[config.mk]
export PLATFORM = sky130hd
export DESIGN_NAME = encoder_button_event_tracker_flat
export DESIGN_NICKNAME = d
export VERILOG_FILES = /design/src/design/ebet_pkg.sv /design/src/design/ebet_if.sv /design/src/design/ebet_in_stage.sv /design/src/design/ebet_core.sv /design/src/design/encoder_button_event_tracker.sv /design/src/flat_wrapper.sv
export SDC_FILE = /design/constraint.sdc
export NUM_CORES = 1
export LEC_CHECK = 0
export BUFFER_PORTS_ARGS = -buffer_cell sky130_fd_sc_hd__buf_2
export CELL_PAD_IN_SITES_DETAIL_PLACEMENT = 1
export CELL_PAD_IN_SITES_GLOBAL_PLACEMENT = 1
export CORE_UTILIZATION = 40
export CTS_CLUSTER_SIZE = 30
export DETAILED_ROUTE_END_ITERATION = 8
export GPL_TIMING_DRIVEN = 1
export PLACE_DENSITY_LB_ADDON = 0.1
export SLEW_MARGIN = 20
export SYNTH_ARGS = -nofsm -noshare
export SYNTH_HDL_FRONTEND = slang
export SYNTH_SLANG_ARGS = --single-unit
[constraint.sdc]
create_clock -name clk -period 6 [get_ports clk]
set_clock_uncertainty 0.15 [all_clocks]
set_input_delay 0.6 -clock clk [delete_from_list [all_inputs] [get_ports clk]]
set_output_delay 0.6 -clock clk [all_outputs]
set_load 0.1 [all_outputs]
[src/design/ebet_pkg.sv]
// Package for the encoder button event tracker.
// Holds the sample and result word types and the register reset value.
// No dependencies.
package ebet_pkg;

  localparam logic [15:0] LONG_PRESS_MS_RESET = 16'd1000;

  typedef struct packed {
    logic signed [31:0] encoder_position;
    logic               button_level;
    logic        [31:0] now_ms;
    logic               consume;
  } sample_t;

  typedef struct packed {
    logic signed [31:0] delta;
    logic               short_press;
    logic               long_press;
    logic               held;
  } result_t;

  // Input register contents handed to the tracking core.
  typedef struct packed {
    logic    valid;
    sample_t data;
  } stage_t;

endpackage

[src/design/ebet_if.sv]
// Valid/ready channel interfaces for sample words and result words.
// Depends on ebet_pkg for the payload types.
interface ebet_sample_if;
  import ebet_pkg::*;
  logic    valid;
  logic    ready;
  sample_t data;
  modport source (output valid, output data, input ready);
  modport sink (input valid, input data, output ready);
endinterface

interface ebet_result_if;
  import ebet_pkg::*;
  logic    valid;
  logic    ready;
  result_t data;
  modport source (output valid, output data, input ready);
  modport sink (input valid, input data, output ready);
endinterface

[src/design/ebet_in_stage.sv]
// Input register for sample words.
// Depends on ebet_pkg and ebet_sample_if.
module ebet_in_stage (
  input  logic              clk,
  input  logic              rst,
  ebet_sample_if.sink       sample,
  input  logic              advance,
  output ebet_pkg::stage_t  stage
);
  import ebet_pkg::*;

  logic    valid;
  sample_t data;

  // Take a new word when empty or when the held one moves on.
  assign sample.ready = !valid || advance;
  assign stage.valid  = valid;
  assign stage.data   = data;

  always_ff @(posedge clk) begin
    if (rst) begin
      valid <= 1'b0;
    end else if (sample.ready) begin
      valid <= sample.valid;
    end
  end

  always_ff @(posedge clk) begin
    if (sample.valid && sample.ready) begin
      data <= sample.data;
    end
  end

endmodule

[src/design/ebet_core.sv]
// Tracking state, delta accumulator, press detection and result register.
// Depends on ebet_pkg and ebet_result_if.
module ebet_core (
  input  logic             clk,
  input  logic             rst,
  input  logic             cfg_we,
  input  logic [15:0]      cfg_wdata,
  input  ebet_pkg::stage_t stage,
  output logic             advance,
  ebet_result_if.source    result
);
  import ebet_pkg::*;

  logic [15:0] long_press_ms;
  logic        primed;
  logic [31:0] last_position;
  logic        last_level;
  logic [31:0] press_start;
  logic        long_handled;
  logic [31:0] delta_sum;
  logic        short_flag;
  logic        long_flag;
  logic        out_valid;
  result_t     out_data;

  logic        primed_next;
  logic [31:0] last_position_next;
  logic        last_level_next;
  logic [31:0] press_start_next;
  logic        long_handled_next;
  logic [31:0] delta_sum_next;
  logic        short_flag_next;
  logic        long_flag_next;
  logic [31:0] diff;
  logic [31:0] sum;
  logic [31:0] sat_sum;
  logic [31:0] elapsed;
  logic        ovf;
  logic        level;
  result_t     res;

  assign advance      = stage.valid && (!out_valid || result.ready);
  assign result.valid = out_valid;
  assign result.data  = out_data;
  assign level        = stage.data.button_level;

  assign diff    = stage.data.encoder_position - last_position;
  assign sum     = delta_sum + diff;
  assign ovf     = (~(delta_sum[31] ^ diff[31])) & (delta_sum[31] ^ sum[31]);
  assign sat_sum = ovf ? (delta_sum[31] ? 32'h8000_0000 : 32'h7FFF_FFFF) : sum;
  assign elapsed = stage.data.now_ms - press_start;

  always_comb begin
    primed_next        = 1'b1;
    last_position_next = stage.data.encoder_position;
    last_level_next    = level;
    press_start_next   = press_start;
    long_handled_next  = long_handled;
    delta_sum_next     = delta_sum;
    short_flag_next    = short_flag;
    long_flag_next     = long_flag;
    if (primed) begin
      delta_sum_next = sat_sum;
      if (last_level && !level) begin
        press_start_next  = stage.data.now_ms;
        long_handled_next = 1'b0;
      end else if (!last_level && !level) begin
        if (!long_handled && (elapsed >= {16'd0, long_press_ms})) begin
          long_flag_next    = 1'b1;
          long_handled_next = 1'b1;
        end
      end else if (!last_level && level) begin
        if (!long_handled) begin
          short_flag_next = 1'b1;
        end
      end
    end
    res.delta       = delta_sum_next;
    res.short_press = short_flag_next;
    res.long_press  = long_flag_next;
    res.held        = !last_level_next;
    // Drop the accumulated delta and flags once reported.
    if (stage.data.consume) begin
      delta_sum_next  = 32'd0;
      short_flag_next = 1'b0;
      long_flag_next  = 1'b0;
    end
  end

  always_ff @(posedge clk) begin
    if (rst) begin
      long_press_ms <= LONG_PRESS_MS_RESET;
    end else if (cfg_we) begin
      long_press_ms <= cfg_wdata;
    end
  end

  always_ff @(posedge clk) begin
    if (rst) begin
      primed        <= 1'b0;
      last_position <= 32'd0;
      last_level    <= 1'b1;
      press_start   <= 32'd0;
      long_handled  <= 1'b0;
      delta_sum     <= 32'd0;
      short_flag    <= 1'b0;
      long_flag     <= 1'b0;
    end else if (advance) begin
      primed        <= primed_next;
      last_position <= last_position_next;
      last_level    <= last_level_next;
      press_start   <= press_start_next;
      long_handled  <= long_handled_next;
      delta_sum     <= delta_sum_next;
      short_flag    <= short_flag_next;
      long_flag     <= long_flag_next;
    end
  end

  always_ff @(posedge clk) begin
    if (rst) begin
      out_valid <= 1'b0;
    end else if (advance) begin
      out_valid <= 1'b1;
    end else if (result.ready) begin
      out_valid <= 1'b0;
    end
  end

  always_ff @(posedge clk) begin
    if (advance) begin
      out_data <= res;
    end
  end

  a_primed_after_word: assert property (@(posedge clk) disable iff (rst)
    advance |=> primed)
    else $error("tracker not primed after first word");

  a_consume_clears: assert property (@(posedge clk) disable iff (rst)
    (advance && stage.data.consume) |=> (delta_sum == 32'd0 && !short_flag && !long_flag))
    else $error("consume did not clear delta and flags");

  a_long_marks_handled: assert property (@(posedge clk) disable iff (rst)
    $rose(long_flag) |-> long_handled)
    else $error("long press flagged without marking the hold handled");

  a_held_tracks_level: assert property (@(posedge clk) disable iff (rst)
    out_valid |-> (out_data.held == !last_level))
    else $error("held output disagrees with tracked level");

  a_result_follows: assert property (@(posedge clk) disable iff (rst)
    advance |=> out_valid)
    else $error("advanced word produced no result");

endmodule

[src/design/encoder_button_event_tracker.sv]
// Top level of the encoder button event tracker.
// Depends on ebet_pkg, ebet_if, ebet_in_stage and ebet_core.
//
// Usage:
//   sample : sink channel of poll words (encoder position, active-low button
//            level, millisecond time, consume bit). A word moves at a rising
//            edge with valid and ready both high.
//   result : source channel, exactly one result word per sample word, in
//            order: saturating delta, sticky short and long press flags and
//            the held level as they stand after the sample.
//   cfg_we / cfg_wdata : write of long_press_ms, taken at any edge with
//            cfg_we high; write it only while the block is idle.
// A sample word passes the input register, loaded at the accepting edge, and
// then the result register, loaded through the tracking logic once that
// register is free. Throughput is one word per cycle while the receiver
// takes results; the combinational state update in the core (position
// subtract, saturating add, hold-time compare) allows it.
// Reset (rst, synchronous, active high) empties both registers, restores
// long_press_ms to 1000 and returns the tracker to its unprimed state, so
// the next sample only records position and button level.
// When the receiver stalls, the result word holds; the input register still
// takes one more word, then sample.ready falls until the result moves.
module encoder_button_event_tracker (
  input  logic          clk,
  input  logic          rst,
  ebet_sample_if.sink   sample,
  ebet_result_if.source result,
  input  logic          cfg_we,
  input  logic [15:0]   cfg_wdata
);
  import ebet_pkg::*;

  stage_t stage;
  logic   advance;

  // Hold the incoming word until the core can take it.
  ebet_in_stage u_in_stage (
    .clk     (clk),
    .rst     (rst),
    .sample  (sample),
    .advance (advance),
    .stage   (stage)
  );

  // Advance the tracking state and load the result register.
  ebet_core u_core (
    .clk       (clk),
    .rst       (rst),
    .cfg_we    (cfg_we),
    .cfg_wdata (cfg_wdata),
    .stage     (stage),
    .advance   (advance),
    .result    (result)
  );

endmodule

[src/flat_wrapper.sv]
// flat-port wrapper written by rule: the top's interface ports become plain ports
module encoder_button_event_tracker_flat import ebet_pkg::*;
  (clk, rst, cfg_we, cfg_wdata, sample_valid, sample_data, sample_ready, result_valid, result_data, result_ready);
  ebet_sample_if sample_i ();
  ebet_result_if result_i ();
  input  logic clk;
  input  logic rst;
  input  logic cfg_we;
  input  logic [15:0] cfg_wdata;
  input wire logic [$bits(sample_i.valid)-1:0] sample_valid;
  input wire logic [$bits(sample_i.data)-1:0] sample_data;
  output wire logic [$bits(sample_i.ready)-1:0] sample_ready;
  output wire logic [$bits(result_i.valid)-1:0] result_valid;
  output wire logic [$bits(result_i.data)-1:0] result_data;
  input wire logic [$bits(result_i.ready)-1:0] result_ready;
  assign sample_i.valid = sample_valid;
  assign sample_i.data = sample_data;
  assign sample_ready = sample_i.ready;
  assign result_valid = result_i.valid;
  assign result_data = result_i.data;
  assign result_i.ready = result_ready;
  encoder_button_event_tracker u_core (.clk(clk), .rst(rst), .sample(sample_i), .result(result_i), .cfg_we(cfg_we), .cfg_wdata(cfg_wdata));
endmodule
==> run metrics <==
CTS Buf Count 26; first-pass GRT wire length 62.9 mm; Pleak approximately 6.4 nW; WP depth 27; Die Height about 190 um; status complete, no violations; core area roughly 0.034 mm^2; drt pass-1 iters 4; Starting Density between 40 and 50%; area grow syn2layout 17.7%; Final nets between 1,500 and 2,000; Core Rows between 60 and 70; die area ~0.035 mm^2; CP startpoint u_core.u_in_stage.stage[34]$_DFFE_PP_; maxcap violations 0; Yosys reg bits 220; CTS tree done; Worst-path clk slew 0.06 ns; ys async rst share 0%; WP data required just over 6 ns; RSZ-0062 raised after global routing yes; worst r2r path cells 27; Setup crit end u_core.u_core.result.data[8]$_DFFE_PP_; gr usage total around 22%; hold path startpoint sample_data[45]; syn nets ~1,800; Mapped Avg Cell Area about 8.7 um^2; fin crit share between 90% and 100%; worst vdd ir about 0.21 mV; Clock Sinks 220; HP Class in2reg; Power Density 260 mW/mm^2; IO Port Bufs 123; grt ovf 0; Final Hold Viols 0; met1 demand-to-capacity share in global routing between 20% and 30%; routing usage on met3 just under 3%; 1st-iter DRT viols between 400 and 500; sequential-to-total area share from yosys stat between 30% and 40%; grt met2 use between 30% and 40%; placer's final routability congestion estimate approximately 0.87; CTS root buffer clkbuf_16; critical path endpoint category register; Buf+Inv Stages, Crit Path 4; CP Max Fanout 6; worst skew pair latency ~0.54 ns; initial antenna violation count 2; number of vias per cell 5.36; Cells after Synth roughly 1,600; Post-synth EDFFs about 100; via count around 12,000; I/O pins 124; final core utilization a little under half; Post-synth top flop dfxtp_1; CP max stage cell a311o_1; final setup violation count 0; CP top delay family compound AO/OA/AOI/OAI gates; worst reg2reg endpoint u_core.u_core.result.data[8]$_DFFE_PP_; clock tree buffer depth 3; reg-to-reg slack, setup 0.24 ns; Max H-tree Level 1; Layout Cells excl Fill about 2,200; Post-route DRC 0; Max-slew headroom 37.6%; Post-DP HPWL roughly 30 mm; Worst EP arrival approximately 6 ns; fmax about 170 MHz; Max stage delay on crit path between 0.4 and 0.5 ns; worst hold slack 0.0817 ns; Slew Viols, Final 0; largest net degree at the start of global routing between 50 and 60; share of cells above drive strength 1 between 10% and 20%; final instance area about 0.016 mm^2; synth warn 0; Worst-Margin Slew a little over 0.9 ns; synthesized cell area approximately 0.014 mm^2; final WL around 40 mm; Min Clock Period, post-route 5.76 ns; Inst Count DP about 2,100; crit path launch type register; R2R Path Start u_core.u_in_stage.stage[34]$_DFFE_PP_; Area after DPL ~0.015 mm^2; Critical Setup Path Class reg2reg; Die Wd between 150 and 200 um; Most Used Layer, Global Route met2; Avg WL per Cell around 18 um; antenna viol nets, final 0; # fillers roughly 4,000; Unique masters post-synth 94; vias in the first global route 12,100; total power about 4.2 mW
## cells in the mapped netlist, types with 5 or more instances
cell | n | area (um^2)
a21oi_1 | 166 | 831
dfxtp_1 | 119 | 2380
and3_1 | 5 | 31.3
ha_1 | 110 | 1380
o21bai_1 | 10 | 75.1
or3_1 | 5 | 31.3
nor2_1 | 106 | 398
clkbuf_1 | 40 | 150
o21ai_1 | 23 | 115
and2_1 | 7 | 43.8
nor4_1 | 10 | 62.6
a211oi_1 | 10 | 75.1
o31ai_1 | 10 | 75.1
a31oi_1 | 7 | 43.8
xor2_1 | 28 | 245
mux2i_1 | 13 | 130
o22ai_1 | 9 | 56.3
edfxtp_1 | 101 | 3030
xnor2_1 | 45 | 394
nand4_1 | 11 | 68.8
inv_1 | 121 | 454
nor2b_1 | 13 | 81.3
nand3_1 | 30 | 150
o21ai_0 | 61 | 305
o211ai_1 | 18 | 135
o41ai_1 | 5 | 43.8
nand2b_1 | 12 | 75.1
a21o_1 | 53 | 398
nand2_1 | 246 | 923
nor3_1 | 22 | 110
o21a_1 | 30 | 225
a21boi_0 | 10 | 75.1
## worst reg2reg max path: stages (launching register included)
cell and delay, ns:
edfxtp_1 0.34, inv_1 0.05, ha_2 0.19, fa_2 0.34, nor2b_1 0.12, o21ai_1 0.08
a21boi_1 0.19, o21ai_1 0.12, a21o_1 0.21, a2111oi_4 0.28, buf_4 0.17, o211ai_1 0.12
a311oi_2 0.34, a41oi_2 0.22, a311o_1 0.45, ha_4 0.24, a21o_1 0.17, a21o_1 0.20
a21oi_2 0.15, o211ai_1 0.15, o21ai_2 0.21, nor4_1 0.08, mux2_4 0.32, nor2_4 0.11
buf_6 0.15, buf_12 0.12, o21ai_1 0.06, a21boi_1 0.14
## area by class of cell
cell class	instances	area, um^2	area share (%)
sequential	220	5420	33.7
inverter	122	458	2.85
timing repair buffer	179	1080	6.75
antenna	2	5.00	0.0311
clock buffer	33	718	4.47
clock inverter	15	103	0.638
multi-input combinational	1168	7720	48.1
tap	448	561	3.49
## worst min path at each step
stage	end	slack, ns	depth (start not counted)
6_report	u_core.u_in_stage.stage[45]$_DFFE_PP_	0.08	1
5_1_grt	u_core.u_in_stage.stage[7]$_DFFE_PP_	0.06	1
4_1_cts	u_core.u_in_stage.stage[49]$_DFFE_PP_	0.05	1
3_5_place_dp	u_core.u_core.press_start[10]$_SDFFE_PP0P_	0.30	2
3_3_place_gp	u_core.u_core.press_start[14]$_SDFFE_PP0P_	0.29	2
2_1_floorplan	u_core.u_core.long_handled$_SDFFE_PP0P_	0.28	2
## routing by layer
metal | up-vias | routed length [um]
met5 | - | 0
met4 | 0 | 746
met3 | 49 | 1480
met2 | 173 | 19600
met1 | 5636 | 17200
li1 | 5862 | -
## cell families after synthesis
family / count (synthesis) / share of synthesized area [%]
muxes: 15 / 1.12
DFF: 220 / 39.7
xor gates and xnor gates: 73 / 4.68
buffers and inverters: 176 / 5.42
AOI/OAI and AO/OA: 476 / 22.7
and+or+nand+nor: 490 / 15.9
adders and majority gates: 113 / 10.5
## placed cells by master (no fill, tap or decap), drive strengths merged, types with 11 or more instances in the layout
master / count
nand2: 246
buf: 179
a21oi: 169
inv: 122
dfxtp: 119
ha: 110
nor2: 107
edfxtp: 101
o21ai: 85
a21o: 54
xnor2: 45
clkbuf: 33
o21a: 31
nand3: 30
xor2: 28
nor3: 23
o211ai: 19
a21boi: 14
nor2b: 13
mux2i: 13
a211oi: 13
nand2b: 12
nand4: 11
clkinv: 11
## per-stage QoR
step | TNS, ns | worst slack [ns]
floorplan | 0 | 0.143
CTS | 0 | 0.00249
detailed placement | -3.68 | -0.230
global route | -0.951 | -0.0757
finish | 0 | 0.242
global placement | -0.0758 | -0.0499
## registers in the layout (all words and copies together) (netlist names)
name and flops:
u_core.u_core.result.valid 1, u_core.u_core.press_start 32, u_core.u_core.delta_sum 32, u_core.u_core.result.data 35
u_core.u_core.last_position 32, u_core.u_in_stage.valid 1, u_core.u_core.primed 1, u_core.u_core.last_level 1
u_core.u_core.long_flag 1, u_core.u_core.long_handled 1, u_core.u_in_stage.stage 66, u_core.u_core.long_press_ms 16
u_core.u_core.short_flag 1
## report_power, final
group          switching, mW  leakage, nW  total [mW]  internal, mW
Sequential            0.0368         1.95        1.68          1.64
Combinational          0.638         4.10       0.990         0.351
Clock                  0.621        0.400        1.51         0.884
## repair_timing
| action | in CTS | in global routing |
|---|---|---|
| resized for setup | 8 | 47 |
| hold endpoints to repair | 0 | 0 |
| buffers inserted | 6 | 4 |
| pin swaps | 5 | 15 |
| setup endpoints to repair | 41 | 62 |
| hold buffers | 0 | 0 |
| cloned | 0 | 1 |
Note: power is estimated with default switching activity, not from simulation.
